**config.mk**
```make
export PLATFORM = sky130hd
export DESIGN_NAME = day_number_to_calendar_date
export DESIGN_NICKNAME = d
export VERILOG_FILES = /design/src/rtl/core/dncd_pkg.sv /design/src/rtl/core/day_number_to_calendar_date.sv
export SDC_FILE = /design/constraint.sdc
export NUM_CORES = 2
export LEC_CHECK = 0
export ABC_AREA = 1
export BUFFER_PORTS_ARGS = -buffer_cell sky130_fd_sc_hd__clkbuf_2
export CORE_ASPECT_RATIO = 0.9
export CORE_MARGIN = 1.5
export CORE_UTILIZATION = 29
export DETAILED_ROUTE_END_ITERATION = 10
export GPL_ROUTABILITY_DRIVEN = 0
export PLACE_DENSITY = 0.47
export SLEW_MARGIN = 20
export SYNTH_ARGS = -nofsm -noshare
export SYNTH_HDL_FRONTEND = slang
export SYNTH_SLANG_ARGS = --single-unit
```
**constraint.sdc**
```tcl
create_clock -name clk -period 14 [get_ports clk]
set_input_delay 1.4 -clock clk [delete_from_list [all_inputs] [get_ports clk]]
set_output_delay 1.4 -clock clk [all_outputs]
set_load 0.02 [all_outputs]
```
**src/rtl/core/dncd_pkg.sv**
```systemverilog
package dncd_pkg;

    localparam int DAY_BITS = 30;

    localparam int YEAR_W   = 22;
    localparam int ACC_W    = 24;
    localparam int OUT_W    = 40;
    localparam int IN_W     = 32;
    localparam int SHIFT    = 40;
    localparam int N_STAGES = 10;

    localparam logic [DAY_BITS-1:0] BC_DAYS       = DAY_BITS'(1721424);
    localparam logic [DAY_BITS-1:0] JULIAN_AD_END = DAY_BITS'(577737);
    localparam logic [ACC_W-1:0]    YEAR_MAX      = ACC_W'(4194303);
    localparam logic [ACC_W-1:0]    BC_FIRST_YEAR = ACC_W'(4713);

    localparam logic [17:0] CYCLE400 = 18'd146097;
    localparam logic [15:0] CYCLE100 = 16'd36524;
    localparam logic [10:0] CYCLE4   = 11'd1461;

    // Reciprocals scaled by 2^SHIFT, rounded down; the estimate they give is
    // low by at most one, and a single correction step fixes it.
    localparam logic [63:0] RECIP400_W = (64'd1 << SHIFT) / 64'd146097;
    localparam logic [63:0] RECIP4_W   = (64'd1 << SHIFT) / 64'd1461;
    localparam logic [29:0] RECIP400   = RECIP400_W[29:0];
    localparam logic [29:0] RECIP4     = RECIP4_W[29:0];

    // First day index of each month within a common year.
    function automatic logic [8:0] month_start(input logic [3:0] idx);
        logic [8:0] s;
        case (idx)
            4'd0:    s = 9'd0;
            4'd1:    s = 9'd31;
            4'd2:    s = 9'd59;
            4'd3:    s = 9'd90;
            4'd4:    s = 9'd120;
            4'd5:    s = 9'd151;
            4'd6:    s = 9'd181;
            4'd7:    s = 9'd212;
            4'd8:    s = 9'd243;
            4'd9:    s = 9'd273;
            4'd10:   s = 9'd304;
            4'd11:   s = 9'd334;
            default: s = 9'd0;
        endcase
        return s;
    endfunction

endpackage

```
**src/rtl/core/day_number_to_calendar_date.sv**
```systemverilog
// Channel   Direction  Word fields (lowest bit up)
// s_axis    in         day_count[29:0], zero fill to 32 bits
// m_axis    out        day_of_month[4:0], month_number[8:5], year_number[30:9],
//                      before_christ[31], out_of_range[32], zero fill to 40 bits
//
// A word passes through ten register stages. A new word can be taken in every cycle
// while the output word is not held.
// The two reciprocal multipliers (by 146097 or 1461, then by 1461) set the stage depth.
// All stages advance together; when the output word is held, the whole
// pipeline holds and s_axis_tready falls, so nothing is dropped or repeated.
// rst_n clears the valid bits only.
module day_number_to_calendar_date
(
    input  logic                    clk,
    input  logic                    rst_n,
    input  logic                    s_axis_tvalid,
    output logic                    s_axis_tready,
    // day_count[29:0], zero fill
    input  logic [dncd_pkg::IN_W-1:0]  s_axis_tdata,
    output logic                    m_axis_tvalid,
    input  logic                    m_axis_tready,
    // day_of_month, month_number, year_number, before_christ, out_of_range
    output logic [dncd_pkg::OUT_W-1:0] m_axis_tdata
);
    import dncd_pkg::*;

    logic                    adv;
    logic [N_STAGES-1:0]     valid_reg;
    logic [N_STAGES-1:0]     valid_next;

    logic [DAY_BITS-1:0]     x1_reg, x1_next, x2_reg;
    logic                    bc_reg [1:9];
    logic                    gr_reg [1:9];
    logic                    bc1_next, gr1_next;
    logic [59:0]             prod2_reg, prod2_next;
    logic [13:0]             q3_reg, q3_next, q4;
    logic [18:0]             r3_reg, r3_next;
    logic [17:0]             r4_reg, r4_next;
    logic [ACC_W-1:0]        acc4_reg, acc4_next, acc5_reg, acc5_next, acc6_reg, acc7_reg;
    logic [ACC_W-1:0]        acc8_reg, acc8_next;
    logic [1:0]              k100_reg [5:9];
    logic [1:0]              k100_next;
    logic [15:0]             r5_reg, r5_next, r6_keep_reg;
    logic [45:0]             prod6_reg, prod6_next;
    logic [4:0]              q7_reg, q7_next, q8_reg, q8_next;
    logic [11:0]             r7_reg, r7_next;
    logic [10:0]             r8_reg, r8_next;
    logic [8:0]              r9_reg, r9_next;
    logic [ACC_W-1:0]        year9_reg, year9_next;
    logic                    leap9_reg, leap9_next;
    logic [OUT_W-1:0]        out_reg, out_next;

    assign adv           = !valid_reg[N_STAGES-1] || m_axis_tready;
    assign s_axis_tready = adv;
    assign m_axis_tvalid = valid_reg[N_STAGES-1];
    assign m_axis_tdata  = out_reg;
    assign valid_next    = {valid_reg[N_STAGES-2:0], s_axis_tvalid};

    always_ff @(posedge clk or negedge rst_n)
    begin
        if (!rst_n)
        begin
            valid_reg <= '0;
        end
        else if (adv)
        begin
            valid_reg <= valid_next;
        end
    end

    // Stage 1: pick the calendar and the offset into it.
    always_comb
    begin
        logic [DAY_BITS-1:0] d;
        logic [DAY_BITS-1:0] a;
        d        = s_axis_tdata[DAY_BITS-1:0];
        a        = d - BC_DAYS;
        bc1_next = d < BC_DAYS;
        gr1_next = !bc1_next && (a >= JULIAN_AD_END);
        if (bc1_next)
        begin
            x1_next = d;
        end
        else if (gr1_next)
        begin
            x1_next = a - DAY_BITS'(2);
        end
        else
        begin
            x1_next = a;
        end
    end

    // Stage 2: reciprocal multiply, by 400-year or 4-year cycle length.
    assign prod2_next = 60'(x1_reg) * 60'(gr_reg[1] ? RECIP400 : RECIP4);

    // Stage 3: quotient estimate and its remainder.
    always_comb
    begin
        logic [31:0] qd;
        q3_next = prod2_reg[SHIFT+13:SHIFT];
        qd      = gr_reg[2] ? 32'(q3_next) * 32'(CYCLE400) : 32'(q3_next) * 32'(CYCLE4);
        r3_next = 19'(32'(x2_reg) - qd);
    end

    // Stage 4: correct the estimate by one where needed.
    always_comb
    begin
        logic [18:0] dv;
        dv = gr_reg[3] ? 19'(CYCLE400) : 19'(CYCLE4);
        if (r3_reg >= dv)
        begin
            q4      = q3_reg + 14'd1;
            r4_next = 18'(r3_reg - dv);
        end
        else
        begin
            q4      = q3_reg;
            r4_next = r3_reg[17:0];
        end
        acc4_next = gr_reg[3] ? ACC_W'(q4) * ACC_W'(400) : ACC_W'(q4) << 2;
    end

    // Stage 5: centuries within the 400-year cycle; the last century is
    // one day longer, so the count is clamped at three.
    always_comb
    begin
        k100_next = 2'd0;
        if (gr_reg[4])
        begin
            if (r4_reg >= 18'd109572)
            begin
                k100_next = 2'd3;
            end
            else if (r4_reg >= 18'd73048)
            begin
                k100_next = 2'd2;
            end
            else if (r4_reg >= 18'(CYCLE100))
            begin
                k100_next = 2'd1;
            end
        end
        r5_next   = 16'(r4_reg - 18'(k100_next) * 18'(CYCLE100));
        acc5_next = acc4_reg + ACC_W'(k100_next) * ACC_W'(100);
    end

    // Stage 6: reciprocal multiply by the 4-year cycle length.
    assign prod6_next = 46'(r5_reg) * 46'(RECIP4);

    // Stage 7: estimate of the 4-year groups.
    always_comb
    begin
        q7_next = prod6_reg[SHIFT+4:SHIFT];
        r7_next = 12'(r6_keep_reg - 16'(q7_next) * 16'(CYCLE4));
    end

    // Stage 8: correction.
    always_comb
    begin
        if (r7_reg >= 12'(CYCLE4))
        begin
            q8_next = q7_reg + 5'd1;
            r8_next = 11'(r7_reg - 12'(CYCLE4));
        end
        else
        begin
            q8_next = q7_reg;
            r8_next = r7_reg[10:0];
        end
        acc8_next = acc7_reg + (ACC_W'(q8_next) << 2);
    end

    // Stage 9: year within the group. BC groups open with the leap year,
    // AD groups close with it.
    always_comb
    begin
        logic [1:0]  k;
        logic [10:0] sub;
        logic [ACC_W-1:0] acc;
        if (bc_reg[8])
        begin
            k = (r8_reg < 11'd366) ? 2'd0 : (r8_reg < 11'd731) ? 2'd1 :
                (r8_reg < 11'd1096) ? 2'd2 : 2'd3;
        end
        else
        begin
            k = (r8_reg < 11'd365) ? 2'd0 : (r8_reg < 11'd730) ? 2'd1 :
                (r8_reg < 11'd1095) ? 2'd2 : 2'd3;
        end
        sub = 11'(k) * 11'd365 + 11'(bc_reg[8] && (k != 2'd0));
        r9_next = 9'(r8_reg - sub);
        acc = acc8_reg + ACC_W'(k);
        year9_next = bc_reg[8] ? BC_FIRST_YEAR - acc : acc + ACC_W'(1);
        // In the Gregorian calendar a century year is leap only as the last one of the 400-year cycle.
        if (bc_reg[8])
        begin
            leap9_next = (k == 2'd0);
        end
        else
        begin
            leap9_next = (k == 2'd3) && (!gr_reg[8] || (q8_reg != 5'd24) ||
                                         (k100_reg[8] == 2'd3));
        end
    end

    // Stage 10: month and day, range check.
    always_comb
    begin
        logic [3:0] mon;
        logic [8:0] base;
        logic [8:0] st;
        logic [4:0] day;
        mon  = 4'd1;
        base = 9'd0;
        for (int i = 1; i < 12; i++)
        begin
            st = month_start(4'(i)) + 9'(leap9_reg && (i >= 2));
            if (r9_reg >= st)
            begin
                mon  = 4'(i + 1);
                base = st;
            end
        end
        day = 5'(r9_reg - base + 9'd1);
        if (year9_reg > YEAR_MAX)
        begin
            out_next = OUT_W'(1) << 32;
        end
        else
        begin
            out_next = OUT_W'({1'b0, bc_reg[9], year9_reg[YEAR_W-1:0], mon, day});
        end
    end

    always_ff @(posedge clk)
    begin
        if (adv)
        begin
            x1_reg      <= x1_next;
            bc_reg[1]   <= bc1_next;
            gr_reg[1]   <= gr1_next;
            for (int s = 2; s <= 9; s++)
            begin
                bc_reg[s] <= bc_reg[s-1];
                gr_reg[s] <= gr_reg[s-1];
            end
            x2_reg      <= x1_reg;
            prod2_reg   <= prod2_next;
            q3_reg      <= q3_next;
            r3_reg      <= r3_next;
            r4_reg      <= r4_next;
            acc4_reg    <= acc4_next;
            k100_reg[5] <= k100_next;
            for (int s = 6; s <= 9; s++)
            begin
                k100_reg[s] <= k100_reg[s-1];
            end
            r5_reg      <= r5_next;
            acc5_reg    <= acc5_next;
            prod6_reg   <= prod6_next;
            r6_keep_reg <= r5_reg;
            acc6_reg    <= acc5_reg;
            q7_reg      <= q7_next;
            r7_reg      <= r7_next;
            acc7_reg    <= acc6_reg;
            q8_reg      <= q8_next;
            r8_reg      <= r8_next;
            acc8_reg    <= acc8_next;
            r9_reg      <= r9_next;
            year9_reg   <= year9_next;
            leap9_reg   <= leap9_next;
            out_reg     <= out_next;
        end
    end

endmodule

```
==> impl_metrics.tcl <==
set metrics [dict create \
    status "complete, no violations" \
    clk_pin_slew_ns 0.06 \
    layout.nets 7936 \
    die_area_mm2 0.1960 \
    synthFlopType "edfxtp_1" \
    hold_slack_ns 0.3902 \
    grt_pass1_vias 42430 \
    cts-resized-gates 0 \
    max-cap-violations 0 \
    ys_seq_area_share_pct 20.85 \
    fmax_ghz 0.1163 \
    fin_setup_tns_ns 0 \
    rr_worst_depth 33 \
    cts_buffers 50 \
    die_w_um 466.6 \
    worstPathMaxFanout 7 \
    hold_viol 0 \
    insertion_delay_ns 0.68 \
    placed_area_mm2 0.05970 \
    synth_common_cells "inv_1 (1596), nand2_1 (868), ha_1 (796)" \
    min_path_type "reg2reg" \
    chipHeight_um 420.2 \
    synth_top_area_share_pct 26.77 \
    overflow 0 \
    grt_usage_pct 16.08 \
    skew_ns 0.05428 \
    drt-pass1-iter-count 7 \
    ctsLongestPathBuffers 3 \
    wl_per_cell_um 17.21 \
    min-delay-start "acc6_reg[2]" \
    via_per_inst 4.550 \
    htreeDepth 2 \
    seqCellArea_mm2 0.01169 \
    slew_headroom_pct 30.98 \
    cts_sinks 391 \
    num_vias 40640 \
    num_rows 152 \
    area.growth.synth_to_final_pct 9.379 \
    tightest_slew_ns 1.027 \
    antenna_found_initial 1 \
    fin_crit_sh_pct 61.41 \
    synth_top_cell_by_area "fa_1" \
    n_fill_cell 20260 \
    r2r_start "x1_reg[5]" \
    grt_max_degree 112 \
    drive_above_1_share_pct 4.241 \
    synthCells 6223 \
    synth.most_common_cell "inv_1" \
    synth_area_mm2 0.05608 \
    cpPeakStageDelay_ns 0.59 \
    ios 78 \
    reg2reg_slack_ns 5.40 \
    worstHoldEndpoint "acc7_reg[2]" \
    synthTopCellsByArea "fa_1 (27%), edfxtp_1 (20%), ha_1 (18%)" \
    finalInstanceArea_mm2 0.06134 \
    wl_um 153700 \
    cts_setup_buffers 0 \
    yosysWarnings 0 \
    ant_nets 0 \
    grt_pass1_wl_um 244200 \
    met1_usage_pct 22.95 \
    crit_type "reg2reg" \
    cp.required_ns 14.41 \
    endpoint_kind "flop" \
    async_flop_share_pct 2.558 \
    crit_top_cell "inv_1" \
    rsz0062_at_grt "false" \
    root_buffer "clkbuf_16" \
    drtIter0Drc 2623 \
    grt-busiest-layer "met2" \
    synth-seq-cells 391 \
    largest_reg_flops 33 \
    setup_viol 0 \
    multi_input_area_mm2 0.03820 \
    critPathSlowestCell "edfxtp_1" \
    min_period_ns 8.597 \
    grt_use_met2_pct 26.11 \
    min_path_cells 0 \
    critPathArrivalTime_ns 9.01 \
    drc 0 \
    use_met3_pct 1.832 \
    place_hpwl_um 132100 \
    setup.worst_path.start_class "flop" \
    cts_tree "done" \
    timing.rr.end "prod2_reg[50]" \
    postCtsHoldBufs 0 \
    maxSlewViolCount 0 \
    synth_area_per_cell_um2 9.012 \
    synthDistinctLibCells 67 \
    portBuffers 68 \
    core_mm2 0.1913 \
    finalCoreUtilization_pct 32.06 \
    synth_edf_count 381 \
    start_util_pct 29.31 \
]
## stage by stage
| stage | instances | setup slack [ns] |
|---|---|---|
| 6_report | 8932 | 5.403 |
| 3_5_place_dp | 8843 | 5.461 |
| 3_3_place_gp | 8843 | 5.533 |
| 5_1_grt | 8931 | 4.870 |
| 2_1_floorplan | 6258 | 0.4976 |
| 4_1_cts | 8931 | 5.443 |
## worst max-delay path by stage
stage / from / end / slack (ns)
3_5_place_dp: x1_reg[5] / prod2_reg[50] / 5.46
6_report: x1_reg[5] / prod2_reg[50] / 5.40
3_3_place_gp: x1_reg[5] / prod2_reg[50] / 5.53
5_1_grt: x1_reg[7] / prod2_reg[50] / 4.87
4_1_cts: x1_reg[5] / prod2_reg[50] / 5.44
2_1_floorplan: m_axis_tready / s_axis_tready / 0.50
## layout by cell type (no fill, tap or decap), types with 9 or more instances in the layout
| cell type | synthesis | layout |
|---|---|---|
| nor4_1 | 21 | 21 |
| nand2_1 | 868 | 867 |
| a21o_1 | 15 | 15 |
| nor2_2 | 12 | 13 |
| ha_1 | 796 | 796 |
| o21ai_0 | 185 | 185 |
| inv_2 | 16 | 16 |
| nand3_1 | 182 | 182 |
| o21a_1 | 10 | 10 |
| edfxtp_1 | 381 | 381 |
| or2_2 | 28 | 28 |
| fa_1 | 750 | 750 |
| buf_4 | 12 | 27 |
| clkbuf_1 | 30 | 9 |
| o21bai_1 | 13 | 13 |
| a21boi_0 | 9 | 9 |
| a21oi_1 | 276 | 276 |
| xnor2_1 | 75 | 75 |
| conb_1 | 2 | 37 |
| xor2_1 | 177 | 177 |
| nand2_2 | 22 | 22 |
| dfrtp_1 | 10 | 10 |
| a31oi_1 | 26 | 26 |
| clkbuf_2 | 0 | 68 |
| nand4_1 | 50 | 50 |
| clkinv_1 | 6 | 10 |
| o211ai_1 | 19 | 19 |
| inv_1 | 1596 | 1596 |
| nand3b_1 | 11 | 11 |
| nor3_1 | 67 | 67 |
| nor2_1 | 456 | 455 |
| o31ai_1 | 9 | 9 |
| clkbuf_16 | 0 | 50 |
## area by class of cell
cell class / instances / area share [%]
diodes: 1 / 0.004079
clock inverters: 29 / 0.5731
well taps: 2541 / 5.183
multi-input cells: 4197 / 62.27
inverters: 1618 / 9.900
repair buffers: 96 / 0.9178
clock buffers: 59 / 2.095
flip-flops and latches: 391 / 19.06
## logic make-up after synthesis
family / count (synthesis) / share of synthesized area, %
buffers and inverters: 1670 / 11.30
xor gates and xnor gates: 252 / 3.935
DFF: 391 / 20.85
adders and majority gates: 1546 / 44.53
muxes: 2 / 0.03793
AOI/OAI and AO/OA: 617 / 6.191
and+or+nand+nor: 1743 / 13.15
other: 2 / 0.01339
## worst max-delay path: cells and delay by family (launching register included)
family	cells	cell delay [ns]
adder cells (fa/ha/maj)	8	3.63
AND/OR/NAND/NOR	9	2.11
buffers and inverters	8	0.85
AO/OA/AOI/OAI	6	0.77
flip-flops	1	0.59
XOR/XNOR	2	0.39
## per-layer routing
| metal | up-vias | wire length (um) |
|---|---|---|
| li1 | 19710 | - |
| met1 | 19910 | 74230 |
| met2 | 881 | 69050 |
| met3 | 140 | 7368 |
| met4 | 0 | 3040 |
| met5 | - | 0 |
Power is left out: the tool's default activity adds up to more than one toggle a clock period on the data nets, which glitch-free logic cannot reach.
